$ cat src/rtl/wcs_pkg.sv
// Package with the widths, limits and register map of the coefficient shrinkage core.
`timescale 1ns / 1ps
`default_nettype none

package wcs_pkg;

	localparam int CoefW  = 16;
	localparam int ThrW   = 16;
	localparam int MagW   = 17;
	localparam int SqW    = 32;
	localparam int CountW = 21;
	localparam int SumW   = 51;
	localparam int OutW   = CoefW + CountW + SumW;
	localparam int AddrW  = 3;
	localparam int DataW  = 32;

	localparam int DefaultMaxCoeffs = 1048576;

	localparam logic [CountW-1:0] CountFieldMax = '1;
	localparam logic [SumW-1:0]   SumLimit      = {1'b1, {(SumW - 1){1'b0}}};

	typedef enum logic {
		RegThreshold = 1'b0,
		RegSoftMode  = 1'b1
	} reg_idx_t;

endpackage

`default_nettype wire

$ cat src/rtl/wavelet_coefficient_shrinkage_core.sv
// Top level of the wavelet coefficient shrinkage core with running GCV terms.
//
// The slave stream carries one signed coefficient per beat in s_tdata, with
// s_tlast marking the final coefficient of a channel. The master stream returns
// one beat per input beat: the thresholded value, the running count of zeroed
// coefficients and the running sum of squares, with m_tlast copying the flag.
// A beat passes from the input register through the stage 2 register to the
// output register before it shows on m_tvalid. One beat is taken every cycle
// while the receiver does not stall; the squaring multiplier and the 51-bit
// accumulate each sit in a stage of their own, and the accumulate is the only loop.
// The user must write the threshold and mode through the APB port only while the stream
// is idle; the block does not enforce it. Reset clears both registers, the accumulators
// and all stage valids. When the receiver stalls, the output register holds its beat and
// the earlier stages keep filling, so up to three beats are held before s_tready falls.
// The count and the sum clear after the beat that carries the last flag.
`timescale 1ns / 1ps
`default_nettype none

module wavelet_coefficient_shrinkage_core #(
	parameter int MAX_COEFFS = wcs_pkg::DefaultMaxCoeffs
) (
	input  wire logic                       clk,
	input  wire logic                       arst_n,
	// APB configuration port
	input  wire logic                       psel,
	input  wire logic                       penable,
	input  wire logic                       pwrite,
	input  wire logic [wcs_pkg::AddrW-1:0]  paddr,
	input  wire logic [wcs_pkg::DataW-1:0]  pwdata,
	output logic      [wcs_pkg::DataW-1:0]  prdata,
	output logic                            pready,
	// Input stream
	input  wire logic                       s_tvalid,
	output logic                            s_tready,
	input  wire logic [wcs_pkg::CoefW-1:0]  s_tdata,  // coefficient[15:0]
	input  wire logic                       s_tlast,
	// Output stream
	output logic                            m_tvalid,
	input  wire logic                       m_tready,
	output logic      [wcs_pkg::OutW-1:0]   m_tdata,  // shrunk_value[15:0], zeroed_count[36:16],
	                                                  // square_sum[87:37]
	output logic                            m_tlast
);

	localparam int CoefW  = wcs_pkg::CoefW;
	localparam int ThrW   = wcs_pkg::ThrW;
	localparam int MagW   = wcs_pkg::MagW;
	localparam int SqW    = wcs_pkg::SqW;
	localparam int CountW = wcs_pkg::CountW;
	localparam int SumW   = wcs_pkg::SumW;
	localparam int DataW  = wcs_pkg::DataW;
	localparam int FieldMaxInt = (1 << CountW) - 1;
	localparam int LimitInt = (MAX_COEFFS < FieldMaxInt) ? MAX_COEFFS : FieldMaxInt;
	localparam logic [CountW-1:0] CountLimit = CountW'(LimitInt);

	logic [ThrW-1:0] threshold_q;
	logic            soft_mode_q;
	logic            cfg_write;
	wcs_pkg::reg_idx_t cfg_idx;

	assign pready    = 1'b1;
	assign cfg_write = psel && penable && pwrite && pready;
	assign cfg_idx   = wcs_pkg::reg_idx_t'(paddr[2]);

	always_ff @(posedge clk or negedge arst_n) begin
		if (!arst_n) begin
			threshold_q <= '0;
			soft_mode_q <= 1'b0;
		end else if (cfg_write) begin
			unique case (cfg_idx)
				wcs_pkg::RegThreshold: threshold_q <= pwdata[ThrW-1:0];
				wcs_pkg::RegSoftMode:  soft_mode_q <= pwdata[0];
				default: ;
			endcase
		end
	end

	always_comb begin
		unique case (cfg_idx)
			wcs_pkg::RegThreshold: prdata = DataW'(threshold_q);
			wcs_pkg::RegSoftMode:  prdata = DataW'(soft_mode_q);
			default:               prdata = '0;
		endcase
	end

	// Stage valids and handshakes
	logic valid_s1, valid_s2, valid_s3;
	logic ready_s2, ready_s3;
	logic adv_s2, adv_s3;

	assign ready_s3 = !valid_s3 || m_tready;
	assign ready_s2 = !valid_s2 || ready_s3;
	assign s_tready = !valid_s1 || ready_s2;
	assign adv_s2   = valid_s1 && ready_s2;
	assign adv_s3   = valid_s2 && ready_s3;

	always_ff @(posedge clk or negedge arst_n) begin
		if (!arst_n) begin
			valid_s1 <= 1'b0;
			valid_s2 <= 1'b0;
			valid_s3 <= 1'b0;
		end else begin
			if (s_tready) begin
				valid_s1 <= s_tvalid;
			end
			if (ready_s2) begin
				valid_s2 <= valid_s1;
			end
			if (ready_s3) begin
				valid_s3 <= valid_s2;
			end
		end
	end

	// Stage 1: input register
	logic signed [CoefW-1:0] coef_s1;
	logic                    last_s1;

	always_ff @(posedge clk) begin
		if (s_tvalid && s_tready) begin
			coef_s1 <= s_tdata;
			last_s1 <= s_tlast;
		end
	end

	// Threshold compare, shrink and square
	logic signed [MagW-1:0] coef_ext;
	logic signed [MagW-1:0] thr_ext;
	logic        [MagW-1:0] mag;
	logic                   below;
	logic        [MagW-1:0] sq_op;
	logic        [SqW-1:0]  sq_full;
	logic       [CoefW-1:0] soft_val;
	logic        [CoefW-1:0] shrunk;

	always_comb begin
		coef_ext = MagW'(coef_s1);
		thr_ext  = signed'({1'b0, threshold_q});
		mag      = coef_s1[CoefW-1] ? unsigned'(-coef_ext) : unsigned'(coef_ext);
		below    = mag < {1'b0, threshold_q};
		sq_op    = below ? mag : {1'b0, threshold_q};
		sq_full  = SqW'(sq_op) * SqW'(sq_op);
		soft_val = (coef_ext > 0) ? CoefW'(coef_ext - thr_ext) : CoefW'(coef_ext + thr_ext);
		if (below) begin
			shrunk = '0;
		end else if (soft_mode_q) begin
			shrunk = soft_val;
		end else begin
			shrunk = coef_s1;
		end
	end

	// Stage 2: shrunk value and square term
	logic [CoefW-1:0] shrunk_s2;
	logic             last_s2;
	logic             below_s2;
	logic [SqW-1:0]   sq_s2;

	always_ff @(posedge clk) begin
		if (adv_s2) begin
			shrunk_s2 <= shrunk;
			last_s2   <= last_s1;
			below_s2  <= below;
			sq_s2     <= sq_full;
		end
	end

	// Running accumulators
	logic [CountW-1:0] zero_q;
	logic [SumW-1:0]   sum_q;
	logic [CountW-1:0] count_next;
	logic [SumW-1:0]   sum_full;
	logic [SumW-1:0]   sum_next;

	always_comb begin
		count_next = (below_s2 && (zero_q < CountLimit)) ? zero_q + 1'b1 : zero_q;
		sum_full   = sum_q + SumW'(sq_s2);
		sum_next   = (sum_full > wcs_pkg::SumLimit) ? wcs_pkg::SumLimit : sum_full;
	end

	always_ff @(posedge clk or negedge arst_n) begin
		if (!arst_n) begin
			zero_q <= '0;
			sum_q  <= '0;
		end else if (adv_s3) begin
			zero_q <= last_s2 ? '0 : count_next;
			sum_q  <= last_s2 ? '0 : sum_next;
		end
	end

	// Stage 3: output register
	logic [CoefW-1:0]  shrunk_s3;
	logic              last_s3;
	logic [CountW-1:0] count_s3;
	logic [SumW-1:0]   sum_s3;

	always_ff @(posedge clk) begin
		if (adv_s3) begin
			shrunk_s3 <= shrunk_s2;
			last_s3   <= last_s2;
			count_s3  <= count_next;
			sum_s3    <= sum_next;
		end
	end

	assign m_tvalid = valid_s3;
	assign m_tdata  = {sum_s3, count_s3, shrunk_s3};
	assign m_tlast  = last_s3;

	a_count_bound: assert property (@(posedge clk) disable iff (!arst_n)
		zero_q <= CountLimit)
		else $error("zeroed count above its limit");

	a_sum_bound: assert property (@(posedge clk) disable iff (!arst_n)
		sum_q <= wcs_pkg::SumLimit)
		else $error("square sum above its limit");

	a_clear_after_last: assert property (@(posedge clk) disable iff (!arst_n)
		(adv_s3 && last_s2) |=> (zero_q == '0) && (sum_q == '0))
		else $error("accumulators not cleared after the last beat");

	a_hold_on_stall: assert property (@(posedge clk) disable iff (!arst_n)
		(valid_s3 && !m_tready) |=> $stable(zero_q) && $stable(sum_q))
		else $error("accumulators moved while the output was stalled");

	a_accept_when_empty: assert property (@(posedge clk) disable iff (!arst_n)
		(!valid_s1 || !valid_s2 || !valid_s3) |-> s_tready)
		else $error("input stalled while a stage was free");

endmodule

`default_nettype wire
$ cat config.mk
export PLATFORM = sky130hd
export DESIGN_NAME = wavelet_coefficient_shrinkage_core
export DESIGN_NICKNAME = d
export VERILOG_FILES = /design/src/rtl/wcs_pkg.sv /design/src/rtl/wavelet_coefficient_shrinkage_core.sv
export SDC_FILE = /design/constraint.sdc
export NUM_CORES = 1
export LEC_CHECK = 0
export BUFFER_PORTS_ARGS = -buffer_cell sky130_fd_sc_hd__buf_2
export CELL_PAD_IN_SITES_DETAIL_PLACEMENT = 1
export CELL_PAD_IN_SITES_GLOBAL_PLACEMENT = 2
export CORE_AREA = 2 2 227 229
export DETAILED_ROUTE_END_ITERATION = 8
export DIE_AREA = 0 0 229 231
export GPL_TIMING_DRIVEN = 0
export PLACE_DENSITY = 0.95
export SYNTH_ARGS = -nofsm -noshare
export SYNTH_HDL_FRONTEND = slang
export SYNTH_SLANG_ARGS = --single-unit
$ cat constraint.sdc
create_clock -name clk -period 15.2 [get_ports clk]
set_input_delay 0.76 -clock clk [delete_from_list [all_inputs] [get_ports clk]]
set_output_delay 0.76 -clock clk [all_outputs]
set_load 0.1 [all_outputs]
==> flow_metrics.py <==
metrics = {
    "cts": {
        "cts_root_buf": "clkbuf_16",
        "cts_buffer_depth": 3,
        "numCtsBuffers": 30,
        "cts_tree": "yes",
        "cts.clk_slew.worst_paths_ps": 60,
        "insertion_delay_ps": 610,
        "cts_setup_buffers": 0,
        "numClockSinks": 247,
        "cts_resized": 0,
        "cts_hold_buf": 0,
        "ctsHtreeMaxLevel": 1,
    },
    "setup_path": {
        "path_common_cell": "fa_1",
        "arrival_ps": 12680,
        "slowest_delay_ps": 780,
        "worst_setup_path_start_kind": "register",
        "r2r_cells": 38,
        "worstSetupStartpoint": "coef_s1[1]$_DFFE_PP_",
        "critical_path.max_fanout": 10,
        "r2r_start": "coef_s1[1]$_DFFE_PP_",
        "criticalPathCategory": "reg2reg",
        "critPathCaptureType": "register",
        "crit_path_top_delay_cell": "o41ai_1",
        "rr_endpoint": "sq_s2[31]$_DFFE_PP_",
        "crit_required_ps": 15530,
        "ff2ff_setup_slack_ps": 2850,
    },
    "sta": {
        "setup_ws_ps": 2850,
        "period_share_pct": 81.2,
        "period_minus_slack_ps": 12350,
        "slew_viol_final": 0,
        "hold_viol": 0,
        "worst_pin_slew_ps": 1380,
        "fin_worst_skew_ps": 26.4,
        "fmax_ghz": 0.0810,
        "setup_viol": 0,
        "slew_headroom_pct": 6.50,
        "rsz0062_at_grt": "false",
        "final.setup.tns_ps": 0,
    },
    "global_routing": {
        "grt_usage_pct": 24.9,
        "grt_pass1_wl_um": 104000,
        "grt_pass1_vias": 18657,
        "antenna_found_initial": 0,
        "overflow": 0,
        "grt_max_degree": 98,
    },
    "die": {
        "core_area_mm2": 0.0507,
        "num_io_pins": 183,
        "die_height_um": 231,
        "dieArea_mm2": 0.0529,
        "dieWidth_um": 229,
        "start_util_pct": 42.4,
        "rows": 83,
    },
    "cells_and_area": {
        "antenna_cells": 0,
        "layout.core_utilization_pct": 47.8,
        "nFillCells": 5898,
        "area.growth.synth_to_final_pct": 12.9,
        "drive_above_1_share_pct": 10.9,
        "fin_nets": 2832,
    },
    "status": {
        "status": "complete, no violations",
    },
    "place": {
        "place_ws_ps": 3010,
        "dp_hpwl_um": 52100,
        "gp_congestion": 0.920,
        "portBuffers": 146,
    },
    "synth": {
        "ys_ff_latch": 247,
        "synth_flop_cell": "edfxtp_1",
        "synth_area_mm2": 0.0215,
        "synth_seq_area_share_pct": 32.4,
        "synth_cells": 2194,
        "synth_cell_types": 76,
        "synth-edff-count": 155,
        "ys_async_sr_fraction_pct": 37.2,
        "syn_area_per_cell_um2": 9.78,
        "synth_warnings": 0,
    },
    "detailed_routing": {
        "via_per_inst": 5.43,
        "wl_um": 65100,
        "drc": 0,
        "ant_nets": 0,
        "drt_iter0_markers": 920,
        "dr.pass1.iters": 5,
        "wl_per_cell_um": 20.9,
        "vias": 16918,
    },
    "hold_path": {
        "worstHoldPathType": "in2async",
    },
    "flow_run": {
        "max-cap-violations": 0,
    },
}
## state kept, by name, indices dropped and copies added (netlist names)
name         cells
coef_s1         16
sum_s3          51
valid_s1         1
below_s2         1
threshold_q     16
valid_s2         1
shrunk_s2       16
last_s1          1
sq_s2           31
m_tvalid         1
shrunk_s3       16
sum_q           51
count_s3        21
soft_mode_q      1
zero_q          21
m_tlast          1
last_s2          1
## synth_stat cells (16+ instances only)
library cell	instances	area share, %
mux2_2	18	0.94
a22o_1	27	1.1
and3_1	18	0.52
a21o_1	31	1.1
o21a_1	28	0.98
a31oi_1	16	0.47
nand2_1	206	3.6
inv_1	279	4.9
a21oi_1	89	2.1
xnor2_1	102	4.2
ha_1	168	9.8
clkbuf_1	59	1.0
buf_4	20	0.70
edfxtp_1	155	22
xor2_1	36	1.5
mux2i_1	19	0.89
o21ai_1	30	0.70
nor2b_1	22	0.64
nor3_1	29	0.68
nor2_1	236	4.1
nand3_1	33	0.77
dfrtp_1	92	11
o21ai_0	60	1.4
fa_1	193	18
nand4_1	29	0.85
## how the worst max path moves through the flow
stage                                     end  slack (ps)  cells past startpoint
after CTS                 sq_s2[30]$_DFFE_PP_        2990                     35
after global placement    sq_s2[31]$_DFFE_PP_        3180                     38
final                     sq_s2[31]$_DFFE_PP_        2850                     38
after floorplan           sq_s2[30]$_DFFE_PP_        5250                     40
after global routing      sq_s2[31]$_DFFE_PP_        2240                     38
after detailed placement  sq_s2[30]$_DFFE_PP_        3010                     42
## logic make-up (layout without fill, tap and decap cells)
| group | after synthesis | in the layout | share of synthesized area, % |
|---|---|---|---|
| buf+inv | 390 | 594 | 7.32 |
| flops | 247 | 247 | 32.4 |
| xor+xnor | 138 | 138 | 5.63 |
| mux | 37 | 37 | 1.83 |
| compound gates | 369 | 369 | 11.3 |
| other cells | 2 | 40 | 0.0350 |
| simple gates | 650 | 650 | 13.7 |
| fa+ha+maj | 361 | 361 | 27.8 |
## metrics by stage
| stage | std cells | cell area [um^2] | hold WS (ps) |
|---|---|---|---|
| 2_1_floorplan | 2232 | 21600 | 400 |
| 3_3_place_gp | 3058 | 23200 | 406 |
| 3_5_place_dp | 3060 | 23200 | 405 |
| 4_1_cts | 3116 | 24200 | 266 |
| 5_1_grt | 3116 | 24200 | 307 |
| 6_report | 3116 | 24200 | 262 |
## cell type report
type                            count  area, um^2  area share (%)
Multi-Input combinational cell   1595       13100            54.0
Sequential cell                   247        6960            28.7
Inverter                          288        1090            4.48
Tap cell                          680         851            3.51
Clock buffer                       39         795            3.28
Timing Repair Buffer              148         773            3.19
Buffer                            102         489            2.02
Clock inverter                     17         195           0.806
## cells in the final DEF (no fill, tap or decap), types with 8 or more instances in the layout
master       n
inv_1      279
nor2_1     236
nand2_1    206
fa_1       193
ha_1       168
buf_2      160
edfxtp_1   155
xnor2_1    102
dfrtp_1     92
a21oi_1     89
clkbuf_1    67
o21ai_0     60
conb_1      40
xor2_1      36
nand3_1     33
a21o_1      31
o21ai_1     30
clkbuf_16   30
nand4_1     29
nor3_1      29
o21a_1      28
a22o_1      27
nor2b_1     22
buf_4       21
mux2i_1     18
mux2_2      18
and3_1      18
a31oi_1     16
nand2b_1    14
and2_1      13
or3_1       11
o21bai_1    10
o41ai_1      9
o31ai_1      9
o211ai_1     9
nor4_1       8
clkinv_2     8
## layer usage
| metal | routed length (um) | part of all wire [%] | track usage, % |
|---|---|---|---|
| met5 | 0 | 0 | 0 |
| met4 | 2050 | 3.2 | 7.45 |
| met3 | 3070 | 4.7 | 3.43 |
| met2 | 32200 | 49 | 44.0 |
| met1 | 27700 | 43 | 31.8 |
## worst max-delay path, delay by kind of cell, from the launching register on
| family | cells | cell delay [ps] |
|---|---|---|
| mux | 1 | 400 |
| flops | 1 | 510 |
| buf+inv | 7 | 2090 |
| xor+xnor | 2 | 290 |
| simple gates | 9 | 2120 |
| compound gates | 10 | 2680 |
| fa+ha+maj | 9 | 3980 |
Power is left out: the tool's default activity adds up to more than one toggle a clock period on the data nets, which glitch-free logic cannot reach.
